[config.mk]
export PLATFORM = sky130hd
export DESIGN_NAME = triangle_span_generator
export DESIGN_NICKNAME = d
export VERILOG_FILES = /design/src/hdl/tsg_pkg.sv /design/src/hdl/triangle_span_generator.sv
export SDC_FILE = /design/constraint.sdc
export NUM_CORES = 2
export LEC_CHECK = 0
export ABC_CLOCK_PERIOD_IN_PS = 21900
export BUFFER_PORTS_ARGS = -buffer_cell sky130_fd_sc_hd__buf_4
export CAP_MARGIN = 20
export CORE_UTILIZATION = 44
export CTS_BUF_LIST = sky130_fd_sc_hd__clkbuf_8
export CTS_CLUSTER_DIAMETER = 50
export DETAILED_ROUTE_END_ITERATION = 8
export GPL_TIMING_DRIVEN = 0
export PLACE_DENSITY = 0.71
export SLEW_MARGIN = 20
export SYNTH_ARGS = -nofsm -noshare
export SYNTH_HDL_FRONTEND = slang
export SYNTH_SLANG_ARGS = --single-unit
[constraint.sdc]
create_clock -name clk -period 21.9 [get_ports clk]
set_clock_uncertainty 0.2 [all_clocks]
set_input_delay 2.19 -clock clk [delete_from_list [all_inputs] [get_ports clk]]
set_output_delay 2.19 -clock clk [all_outputs]
set_load 0.02 [all_outputs]
[src/hdl/tsg_pkg.sv]
package tsg_pkg;

	// action codes
	localparam logic ACT_LOAD = 1'b0;
	localparam logic ACT_STEP = 1'b1;

	localparam int STRIDE_W = 13;
	localparam logic [STRIDE_W-1:0] STRIDE_RESET = 13'd640;
	localparam int SLOPE_W = 32;

	// microcode
	localparam int UADDR_W = 5;

	typedef enum logic [3:0] {
		OP_IDLE,
		OP_SORT,
		OP_DIV_START,
		OP_DIV_STEP,
		OP_DIV_STORE,
		OP_SET_PHASE,
		OP_SPAN_XB,
		OP_SPAN_XE,
		OP_SPAN_OUT
	} op_t;

	typedef enum logic [2:0] {
		COND_NEXT,
		COND_JUMP,
		COND_DISPATCH,
		COND_SKIP,
		COND_DIV_DONE,
		COND_OUT_FREE
	} cond_t;

	typedef struct packed {
		op_t                  op;
		logic [1:0]           sel;
		cond_t                cond;
		logic [UADDR_W-1:0]   target;
	} ucode_t;

	localparam logic [UADDR_W-1:0] UA_IDLE = 5'd0;
	localparam logic [UADDR_W-1:0] UA_LOAD = 5'd1;
	localparam logic [UADDR_W-1:0] UA_SLOPE0 = 5'd4;
	localparam logic [UADDR_W-1:0] UA_SLOPE1 = 5'd7;
	localparam logic [UADDR_W-1:0] UA_SLOPE2 = 5'd10;
	localparam logic [UADDR_W-1:0] UA_SLOPE3 = 5'd13;
	localparam logic [UADDR_W-1:0] UA_PHASE = 5'd16;
	localparam logic [UADDR_W-1:0] UA_SPAN = 5'd17;

	function automatic ucode_t uw(input op_t op, input logic [1:0] sel, input cond_t cond,
			input logic [UADDR_W-1:0] target);
		ucode_t w;
		w.op = op;
		w.sel = sel;
		w.cond = cond;
		w.target = target;
		return w;
	endfunction

	// control store
	function automatic ucode_t ucode_rom(input logic [UADDR_W-1:0] addr);
		ucode_t w;
		unique case (addr)
			5'd0:  w = uw(OP_IDLE,      2'd0, COND_DISPATCH, UA_LOAD);
			5'd1:  w = uw(OP_SORT,      2'd0, COND_NEXT,     UA_IDLE);
			5'd2:  w = uw(OP_SORT,      2'd1, COND_NEXT,     UA_IDLE);
			5'd3:  w = uw(OP_SORT,      2'd0, COND_NEXT,     UA_IDLE);
			5'd4:  w = uw(OP_DIV_START, 2'd0, COND_SKIP,     UA_SLOPE1);
			5'd5:  w = uw(OP_DIV_STEP,  2'd0, COND_DIV_DONE, UA_IDLE);
			5'd6:  w = uw(OP_DIV_STORE, 2'd0, COND_NEXT,     UA_IDLE);
			5'd7:  w = uw(OP_DIV_START, 2'd1, COND_SKIP,     UA_SLOPE2);
			5'd8:  w = uw(OP_DIV_STEP,  2'd1, COND_DIV_DONE, UA_IDLE);
			5'd9:  w = uw(OP_DIV_STORE, 2'd1, COND_NEXT,     UA_IDLE);
			5'd10: w = uw(OP_DIV_START, 2'd2, COND_SKIP,     UA_SLOPE3);
			5'd11: w = uw(OP_DIV_STEP,  2'd2, COND_DIV_DONE, UA_IDLE);
			5'd12: w = uw(OP_DIV_STORE, 2'd2, COND_NEXT,     UA_IDLE);
			5'd13: w = uw(OP_DIV_START, 2'd3, COND_SKIP,     UA_PHASE);
			5'd14: w = uw(OP_DIV_STEP,  2'd3, COND_DIV_DONE, UA_IDLE);
			5'd15: w = uw(OP_DIV_STORE, 2'd3, COND_NEXT,     UA_IDLE);
			5'd16: w = uw(OP_SET_PHASE, 2'd0, COND_JUMP,     UA_IDLE);
			5'd17: w = uw(OP_SPAN_XB,   2'd0, COND_NEXT,     UA_IDLE);
			5'd18: w = uw(OP_SPAN_XE,   2'd0, COND_NEXT,     UA_IDLE);
			5'd19: w = uw(OP_SPAN_OUT,  2'd0, COND_OUT_FREE, UA_IDLE);
			default: w = uw(OP_IDLE,    2'd0, COND_JUMP,     UA_IDLE);
		endcase
		return w;
	endfunction

endpackage

[src/hdl/triangle_span_generator.sv]
// Scanline triangle span generator. A load transfer (action 0) takes three
// signed vertices, sorts them by y and computes four inverse edge slopes in
// signed fixed point (SLOPE_FRAC_BITS fraction bits, quotient truncated toward
// zero, saturated to 32 bits). Each step transfer (action 1) then yields one
// span: row, ordered begin/end x, start index (x + row * line_stride) and a
// last-span flag; the upper half runs y0..y1, the lower half y2 down to y1+1.
// A step with no triangle in progress is taken and yields nothing; a load
// drops any triangle in progress. A load keeps in_stall high through the sort,
// the four divisions and the phase setup; both divisions of a flat half are
// skipped. The single shared divider retires one quotient bit per cycle. A
// step transfer runs the XB, XE and OUT states, which share the one slope
// multiplier; in_stall stays high until the span enters the output register,
// and the span waits for that while a held result is stalled by out_stall.
// line_stride is written through cfg_we/cfg_wdata; write it only while the
// block is idle, as the block itself does not enforce this.
module triangle_span_generator #(
	parameter int COORD_BITS = 12,
	parameter int SLOPE_FRAC_BITS = 16
) (
	input  logic                                  clk,
	input  logic                                  arst_n,
	// configuration
	input  logic                                  cfg_we,
	input  logic [tsg_pkg::STRIDE_W-1:0]          cfg_wdata,
	// input channel
	input  logic                                  in_valid,
	output logic                                  in_stall,
	input  logic                                  action,
	input  logic signed [COORD_BITS-1:0]          vertex_a_x,
	input  logic signed [COORD_BITS-1:0]          vertex_a_y,
	input  logic signed [COORD_BITS-1:0]          vertex_b_x,
	input  logic signed [COORD_BITS-1:0]          vertex_b_y,
	input  logic signed [COORD_BITS-1:0]          vertex_c_x,
	input  logic signed [COORD_BITS-1:0]          vertex_c_y,
	// output channel
	output logic                                  out_valid,
	input  logic                                  out_stall,
	output logic signed [COORD_BITS-1:0]          span_row,
	output logic signed [COORD_BITS:0]            span_x_begin,
	output logic signed [COORD_BITS:0]            span_x_end,
	output logic signed [2*COORD_BITS:0]          start_index,
	output logic                                  last_span
);

	localparam int C = COORD_BITS;
	localparam int F = SLOPE_FRAC_BITS;
	localparam int SW = tsg_pkg::SLOPE_W;
	localparam int XW = C + 1;                 // coordinate differences
	localparam int N = C + 1 + F;              // dividend / quotient bits
	localparam int CNTW = $clog2(N + 1);
	localparam int SATW = (N + 1 > SW + 1) ? N + 1 : SW + 1;
	localparam int PRODW = XW + SW;            // distance * slope
	localparam int FW = C + SW + 2;            // base<<F + product
	localparam int TW = FW - F;                // truncated edge x
	localparam int IW = 2 * C + 1;             // start index
	localparam int RSW = C + tsg_pkg::STRIDE_W + 1;
	localparam int PW = 2 * C + SW + 8;        // index sum, wide enough for all terms

	localparam logic [CNTW-1:0] CNT_LAST = CNTW'(N - 1);
	localparam logic signed [SATW-1:0] SAT_MAX = {{(SATW-SW){1'b0}}, 1'b0, {(SW-1){1'b1}}};
	localparam logic signed [SATW-1:0] SAT_MIN = {{(SATW-SW){1'b1}}, 1'b1, {(SW-1){1'b0}}};
	localparam logic [FW-1:0] TRUNC_BIAS = {{(FW-F){1'b0}}, {F{1'b1}}};

	typedef enum logic [1:0] {
		PH_IDLE,
		PH_UPPER,
		PH_LOWER
	} phase_t;

	// sequencer
	logic [tsg_pkg::UADDR_W-1:0] upc_q, upc_d;
	tsg_pkg::ucode_t uc;

	// triangle state
	phase_t phase_q;
	logic signed [C-1:0] row_q;
	logic signed [C-1:0] vx_q [3];
	logic signed [C-1:0] vy_q [3];
	logic signed [SW-1:0] slope_q [4];
	logic [tsg_pkg::STRIDE_W-1:0] stride_q;

	// divider
	logic [N-1:0] div_num_q;
	logic [XW-1:0] div_rem_q;
	logic [XW-1:0] div_den_q;
	logic div_neg_q;
	logic [CNTW-1:0] div_cnt_q;

	// span datapath
	logic signed [PRODW-1:0] prod_q;
	logic signed [TW-1:0] xb_q, xe_q;
	logic signed [RSW-1:0] rs_q;

	logic in_xfer, out_free, part_unused;

	assign uc = tsg_pkg::ucode_rom(upc_q);
	assign in_stall = (uc.op != tsg_pkg::OP_IDLE);
	assign in_xfer = in_valid && !in_stall;
	assign out_free = !out_valid || !out_stall;
	// upper half needs y0 != y1, lower half y1 != y2
	assign part_unused = uc.sel[1] ? (vy_q[1] == vy_q[2]) : (vy_q[0] == vy_q[1]);

	// ---- divider operands ----
	logic signed [XW-1:0] dx, dy;
	logic [XW-1:0] dx_mag;
	always_comb begin
		unique case (uc.sel)
			2'd0: begin
				dx = XW'(vx_q[1]) - XW'(vx_q[0]);
				dy = XW'(vy_q[1]) - XW'(vy_q[0]);
			end
			2'd1: begin
				dx = XW'(vx_q[2]) - XW'(vx_q[0]);
				dy = XW'(vy_q[2]) - XW'(vy_q[0]);
			end
			2'd2: begin
				dx = XW'(vx_q[0]) - XW'(vx_q[2]);
				dy = XW'(vy_q[2]) - XW'(vy_q[0]);
			end
			default: begin
				dx = XW'(vx_q[1]) - XW'(vx_q[2]);
				dy = XW'(vy_q[2]) - XW'(vy_q[1]);
			end
		endcase
		dx_mag = dx[XW-1] ? XW'(-dx) : XW'(dx);
	end

	// restoring divide, one quotient bit per cycle
	logic [XW:0] rem_sh, rem_diff;
	logic rem_ge;
	assign rem_sh = {div_rem_q, div_num_q[N-1]};
	assign rem_diff = rem_sh - {1'b0, div_den_q};
	assign rem_ge = (rem_sh >= {1'b0, div_den_q});

	// sign and saturate the finished quotient
	logic signed [SATW-1:0] q_mag, q_val;
	logic signed [SW-1:0] q_sat;
	always_comb begin
		q_mag = {{(SATW-N){1'b0}}, div_num_q};
		q_val = div_neg_q ? -q_mag : q_mag;
		if (q_val > SAT_MAX)
			q_sat = SAT_MAX[SW-1:0];
		else if (q_val < SAT_MIN)
			q_sat = SAT_MIN[SW-1:0];
		else
			q_sat = q_val[SW-1:0];
	end

	// ---- span datapath ----
	logic upper;
	logic signed [XW-1:0] row_dist;
	logic signed [C-1:0] base_x;
	logic signed [SW-1:0] slope_b, slope_e, mul_slope;
	logic signed [PRODW-1:0] prod;
	logic signed [FW-1:0] full, full_adj;
	logic signed [TW-1:0] xt;
	logic signed [RSW-1:0] rs;

	assign upper = (phase_q == PH_UPPER);
	assign row_dist = upper ? XW'(row_q) - XW'(vy_q[0]) : XW'(vy_q[2]) - XW'(row_q);
	assign base_x = upper ? vx_q[0] : vx_q[2];
	assign slope_b = upper ? slope_q[0] : slope_q[2];
	assign slope_e = upper ? slope_q[1] : slope_q[3];
	// idle cycles prime the begin-edge product; the XB step stores begin x and forms the end-edge product
	assign mul_slope = (uc.op == tsg_pkg::OP_SPAN_XB) ? slope_e : slope_b;
	assign prod = PRODW'(row_dist) * PRODW'(mul_slope);
	// edge x = base<<F + product, truncated toward zero
	assign full = (FW'(base_x) <<< F) + FW'(prod_q);
	assign full_adj = full + (full[FW-1] ? TRUNC_BIAS : '0);
	assign xt = full_adj[FW-1:F];
	assign rs = RSW'(row_q) * RSW'($signed({1'b0, stride_q}));

	// ordering and index for the output register
	logic signed [TW-1:0] x_lo, x_hi;
	logic signed [PW-1:0] idx_sum;
	assign x_lo = (xb_q > xe_q) ? xe_q : xb_q;
	assign x_hi = (xb_q > xe_q) ? xb_q : xe_q;
	assign idx_sum = PW'(x_lo) + PW'(rs_q);

	// row advance
	logic signed [XW-1:0] y1_next;
	logic at_last;
	phase_t phase_nx;
	logic signed [C-1:0] row_nx;
	assign y1_next = XW'(vy_q[1]) + XW'(1);
	always_comb begin
		at_last = 1'b0;
		phase_nx = phase_q;
		row_nx = row_q;
		if (upper) begin
			if (row_q == vy_q[1]) begin
				if (vy_q[1] != vy_q[2]) begin
					phase_nx = PH_LOWER;
					row_nx = vy_q[2];
				end else begin
					phase_nx = PH_IDLE;
					at_last = 1'b1;
				end
			end else begin
				row_nx = row_q + C'(1);
			end
		end else begin
			if (XW'(row_q) <= y1_next) begin
				phase_nx = PH_IDLE;
				at_last = 1'b1;
			end else begin
				row_nx = row_q - C'(1);
			end
		end
	end

	// ---- next microinstruction ----
	always_comb begin
		unique case (uc.cond)
			tsg_pkg::COND_NEXT:
				upc_d = upc_q + tsg_pkg::UADDR_W'(1);
			tsg_pkg::COND_JUMP:
				upc_d = uc.target;
			tsg_pkg::COND_DISPATCH: begin
				if (in_xfer && action == tsg_pkg::ACT_LOAD)
					upc_d = uc.target;
				else if (in_xfer && phase_q != PH_IDLE)
					upc_d = tsg_pkg::UA_SPAN;
				else
					upc_d = upc_q;
			end
			tsg_pkg::COND_SKIP:
				upc_d = part_unused ? uc.target : upc_q + tsg_pkg::UADDR_W'(1);
			tsg_pkg::COND_DIV_DONE:
				upc_d = (div_cnt_q == '0) ? upc_q + tsg_pkg::UADDR_W'(1) : upc_q;
			tsg_pkg::COND_OUT_FREE:
				upc_d = out_free ? uc.target : upc_q;
			default:
				upc_d = tsg_pkg::UA_IDLE;
		endcase
	end

	// ---- control state and output register ----
	always_ff @(posedge clk or negedge arst_n) begin
		if (!arst_n) begin
			upc_q <= tsg_pkg::UA_IDLE;
			phase_q <= PH_IDLE;
			row_q <= '0;
			stride_q <= tsg_pkg::STRIDE_RESET;
			out_valid <= 1'b0;
			span_row <= '0;
			span_x_begin <= '0;
			span_x_end <= '0;
			start_index <= '0;
			last_span <= 1'b0;
		end else begin
			upc_q <= upc_d;
			if (cfg_we)
				stride_q <= cfg_wdata;
			if (out_valid && !out_stall)
				out_valid <= 1'b0;
			unique case (uc.op)
				tsg_pkg::OP_SET_PHASE: begin
					if (vy_q[0] != vy_q[1]) begin
						phase_q <= PH_UPPER;
						row_q <= vy_q[0];
					end else if (vy_q[1] != vy_q[2]) begin
						phase_q <= PH_LOWER;
						row_q <= vy_q[2];
					end else begin
						phase_q <= PH_IDLE;
						row_q <= '0;
					end
				end
				tsg_pkg::OP_SPAN_OUT: begin
					if (out_free) begin
						out_valid <= 1'b1;
						span_row <= row_q;
						span_x_begin <= x_lo[XW-1:0];
						span_x_end <= x_hi[XW-1:0];
						start_index <= idx_sum[IW-1:0];
						last_span <= at_last;
						phase_q <= phase_nx;
						row_q <= row_nx;
					end
				end
				default: ;
			endcase
		end
	end

	// ---- datapath registers ----
	always_ff @(posedge clk) begin
		unique case (uc.op)
			tsg_pkg::OP_IDLE: begin
				prod_q <= prod;
				if (in_xfer && action == tsg_pkg::ACT_LOAD) begin
					vx_q[0] <= vertex_a_x;
					vy_q[0] <= vertex_a_y;
					vx_q[1] <= vertex_b_x;
					vy_q[1] <= vertex_b_y;
					vx_q[2] <= vertex_c_x;
					vy_q[2] <= vertex_c_y;
				end
			end
			tsg_pkg::OP_SORT: begin
				// compare-and-swap; equal y keeps order
				if (uc.sel == 2'd0) begin
					if (vy_q[0] > vy_q[1]) begin
						vx_q[0] <= vx_q[1];
						vy_q[0] <= vy_q[1];
						vx_q[1] <= vx_q[0];
						vy_q[1] <= vy_q[0];
					end
				end else begin
					if (vy_q[1] > vy_q[2]) begin
						vx_q[1] <= vx_q[2];
						vy_q[1] <= vy_q[2];
						vx_q[2] <= vx_q[1];
						vy_q[2] <= vy_q[1];
					end
				end
			end
			tsg_pkg::OP_DIV_START: begin
				slope_q[uc.sel] <= '0;   // stays zero when the half is flat
				div_neg_q <= dx[XW-1];
				div_num_q <= {dx_mag, {F{1'b0}}};
				div_rem_q <= '0;
				div_den_q <= dy;
				div_cnt_q <= CNT_LAST;
			end
			tsg_pkg::OP_DIV_STEP: begin
				div_rem_q <= rem_ge ? rem_diff[XW-1:0] : rem_sh[XW-1:0];
				div_num_q <= {div_num_q[N-2:0], rem_ge};
				div_cnt_q <= div_cnt_q - CNTW'(1);
			end
			tsg_pkg::OP_DIV_STORE:
				slope_q[uc.sel] <= q_sat;
			tsg_pkg::OP_SPAN_XB: begin
				xb_q <= xt;
				prod_q <= prod;
			end
			tsg_pkg::OP_SPAN_XE: begin
				xe_q <= xt;
				rs_q <= rs;
			end
			default: ;
		endcase
	end

endmodule

==> results.ini <==
[outcome]
outcome = finished, final reports clean

[critical_path]
cp_slowest_cell = clkbuf_1
cpPeakStageDelay_ns = 0.71
critPathKind = flop to flop
cp-end-kind = flop
required_ns = 22.16
critPathMaxFanout = 10
critPathMostFrequentCell = fa_1
worstPathArrival_ns = 12.37
start_kind = flop

[timing]
finalHoldViolations = 0
rsz0062_at_grt = no
period_minus_slack_ns = 12.11
maxSlewViolCount = 0
final-setup-viol-count = 0
slew_headroom_pct = 16.1
max_freq_mhz = 82.6
tns_ns = 0
worstMarginPinSlew_ns = 1.25
final.period_utilization_pct = 55.3
fin_ws_ns = 9.79

[grt]
grtUsageTotal_pct = 25.4
overflow = 0
grt_pass1_vias = 38460
grt_max_degree = 98
grt_pass1_wl_mm = 220
antenna_found_initial = 6

[placed_design]
place.gp.congestion = 0.990
io_buffer_count = 156
dp_hpwl_mm = 114
pre_cts_slack_ns = 9.93
placed_cells = 6686

[detailed_routing]
drc = 0
wl_per_cell_um = 20.7
vias = 38244
initialDrtViolationCount = 3405
ant_nets = 0
first_pass_iters = 5
vias_per_cell = 5.58
drt-total-wl_mm = 142

[clock_tree]
post_cts_buffers = 0
cts-hold-fix-buffers = 0
htree_levels = 3
cts_made_buffers = 87
clock-sinks = 488
cts_resized = 0
insertion_delay_ns = 0.72
clkTransAtPathRegs_ns = 0.06
cts_root_buf = clkbuf_8
cts_tree = yes
clk_path_buf_depth = 3

[cells_and_area]
syn2layout_area_growth_pct = 10.6
final_cell_mix = nand2_1, inv_1, fa_1
fin_cells = 6856
nets = 6289
fillers = 10065
drive_gt1_share_pct = 8.77
final_common_cell = nand2_1

[yosys]
synth-async-reset-ratio_pct = 19.9
synthesis.area_um2 = 48900
synth_top_area_share_pct = 24.0
syn_area_per_cell_um2 = 9.70
syn_nets = 6031
yosys_warnings = 0
synth_seq_area_share_pct = 29.0
synth_edf_count = 391
netlist_instances = 5041
ys_ff_latch = 488
synth_ff_type = edfxtp_1
synthTopCellsByArea = edfxtp_1, fa_1, ha_1
synth_area_leader_cell = edfxtp_1
yosysUniqueCellTypes = 78

[worst_hold_path]
hp-class = flop to flop

[die]
row_count = 121
ios = 157
coreArea_um2 = 110000
die_h_um = 335
start_util_pct = 44.6
die_w_um = 335
dieArea_um2 = 113000

[job]
cap_violations = 0

## metrics by stage
stage | cell area [µm²] | utilization (%) | hold slack [ns]
after floorplan | 48900 | - | 0.307
after global placement | 51900 | 47.4 | 0.260
after detailed placement | 52300 | 47.8 | 0.265
after CTS | 54100 | 49.3 | 0.279
after global routing | 54100 | 49.3 | 0.303
final | 54100 | 49.4 | 0.277
## cells in the mapped netlist (all sizes together) (56+ instances only)
library cell,n
dfrtp,95
nor2,271
nor3,56
ha,407
and2,114
nor2b,98
edfxtp,391
inv,616
xnor2,141
a21o,91
nand2,710
clkbuf,182
mux2i,89
a21oi,210
xor2,122
mux2,115
nand3,59
fa,492
o21ai,261
## state kept, by name, summed over array words and instances (netlist names), 2 cells and up
signal        cells
div_cnt_q         5
vy_q             36
upc_q             5
xb_q             30
phase_q           2
div_rem_q        13
stride_q         13
start_index      25
div_den_q        13
vx_q             36
div_num_q        29
span_row         12
rs_q             25
span_x_end       13
prod_q           45
xe_q             30
slope_q         128
row_q            12
span_x_begin     13
## cell type report
type                            count  area [µm²]  share of cell area, %
Antenna cell                        7        17.5                 0.0324
Buffer                            204         783                   1.45
Clock buffer                       91        1250                   2.32
Clock inverter                     72         467                  0.863
Inverter                          618        2320                   4.29
Multi-Input combinational cell   3731       31800                   58.7
Sequential cell                   488       14200                   26.2
Tap cell                         1476        1850                   3.41
Timing Repair Buffer              169        1480                   2.74
## worst paths after layout
kind,startpoint,end,slack [ns],cells after the start
min reg2reg,span_x_begin[7],span_x_begin[7],0.28,2
min,span_x_begin[7],span_x_begin[7],0.28,2
max reg2reg,row_q[0],prod_q[41],9.79,34
max in group asynchronous,arst_n,span_x_end[3],19.49,1
min in group asynchronous,arst_n,stride_q[1],1.40,1
max,row_q[0],prod_q[41],9.79,34
## worst max-delay path, delay by kind of cell, from the launching register on
| family | cells | cell delay (ns) |
|---|---|---|
| AO/OA/AOI/OAI | 18 | 4.84 |
| XOR/XNOR | 1 | 0.13 |
| adder cells (fa/ha/maj) | 9 | 3.99 |
| buffers and inverters | 3 | 1.66 |
| flip-flops | 1 | 0.41 |
| AND/OR/NAND/NOR | 3 | 0.58 |
## logic make-up (layout without fill, tap and decap cells)
logic type | Yosys count | in the layout | share of synthesized area [%]
AOI/OAI and AO/OA | 833 | 833 | 10.6
xor gates and xnor gates | 263 | 263 | 4.71
adders and majority gates | 899 | 899 | 30.5
buffers and inverters | 822 | 1154 | 6.33
DFF | 488 | 488 | 29.0
muxes | 204 | 204 | 4.47
other | 0 | 7 | 0
and+or+nand+nor | 1532 | 1532 | 14.4
## per-layer routing
metal	up-vias	wire length, µm	global-route usage [%]
met5	-	42	0
met4	6	6500	10.7
met3	352	10800	4.67
met2	1534	65400	40.8
met1	18880	59200	33.6
li1	17472	-	-
Power is left out: the tool's default activity adds up to more than one toggle a clock period on the data nets, which glitch-free logic cannot reach.
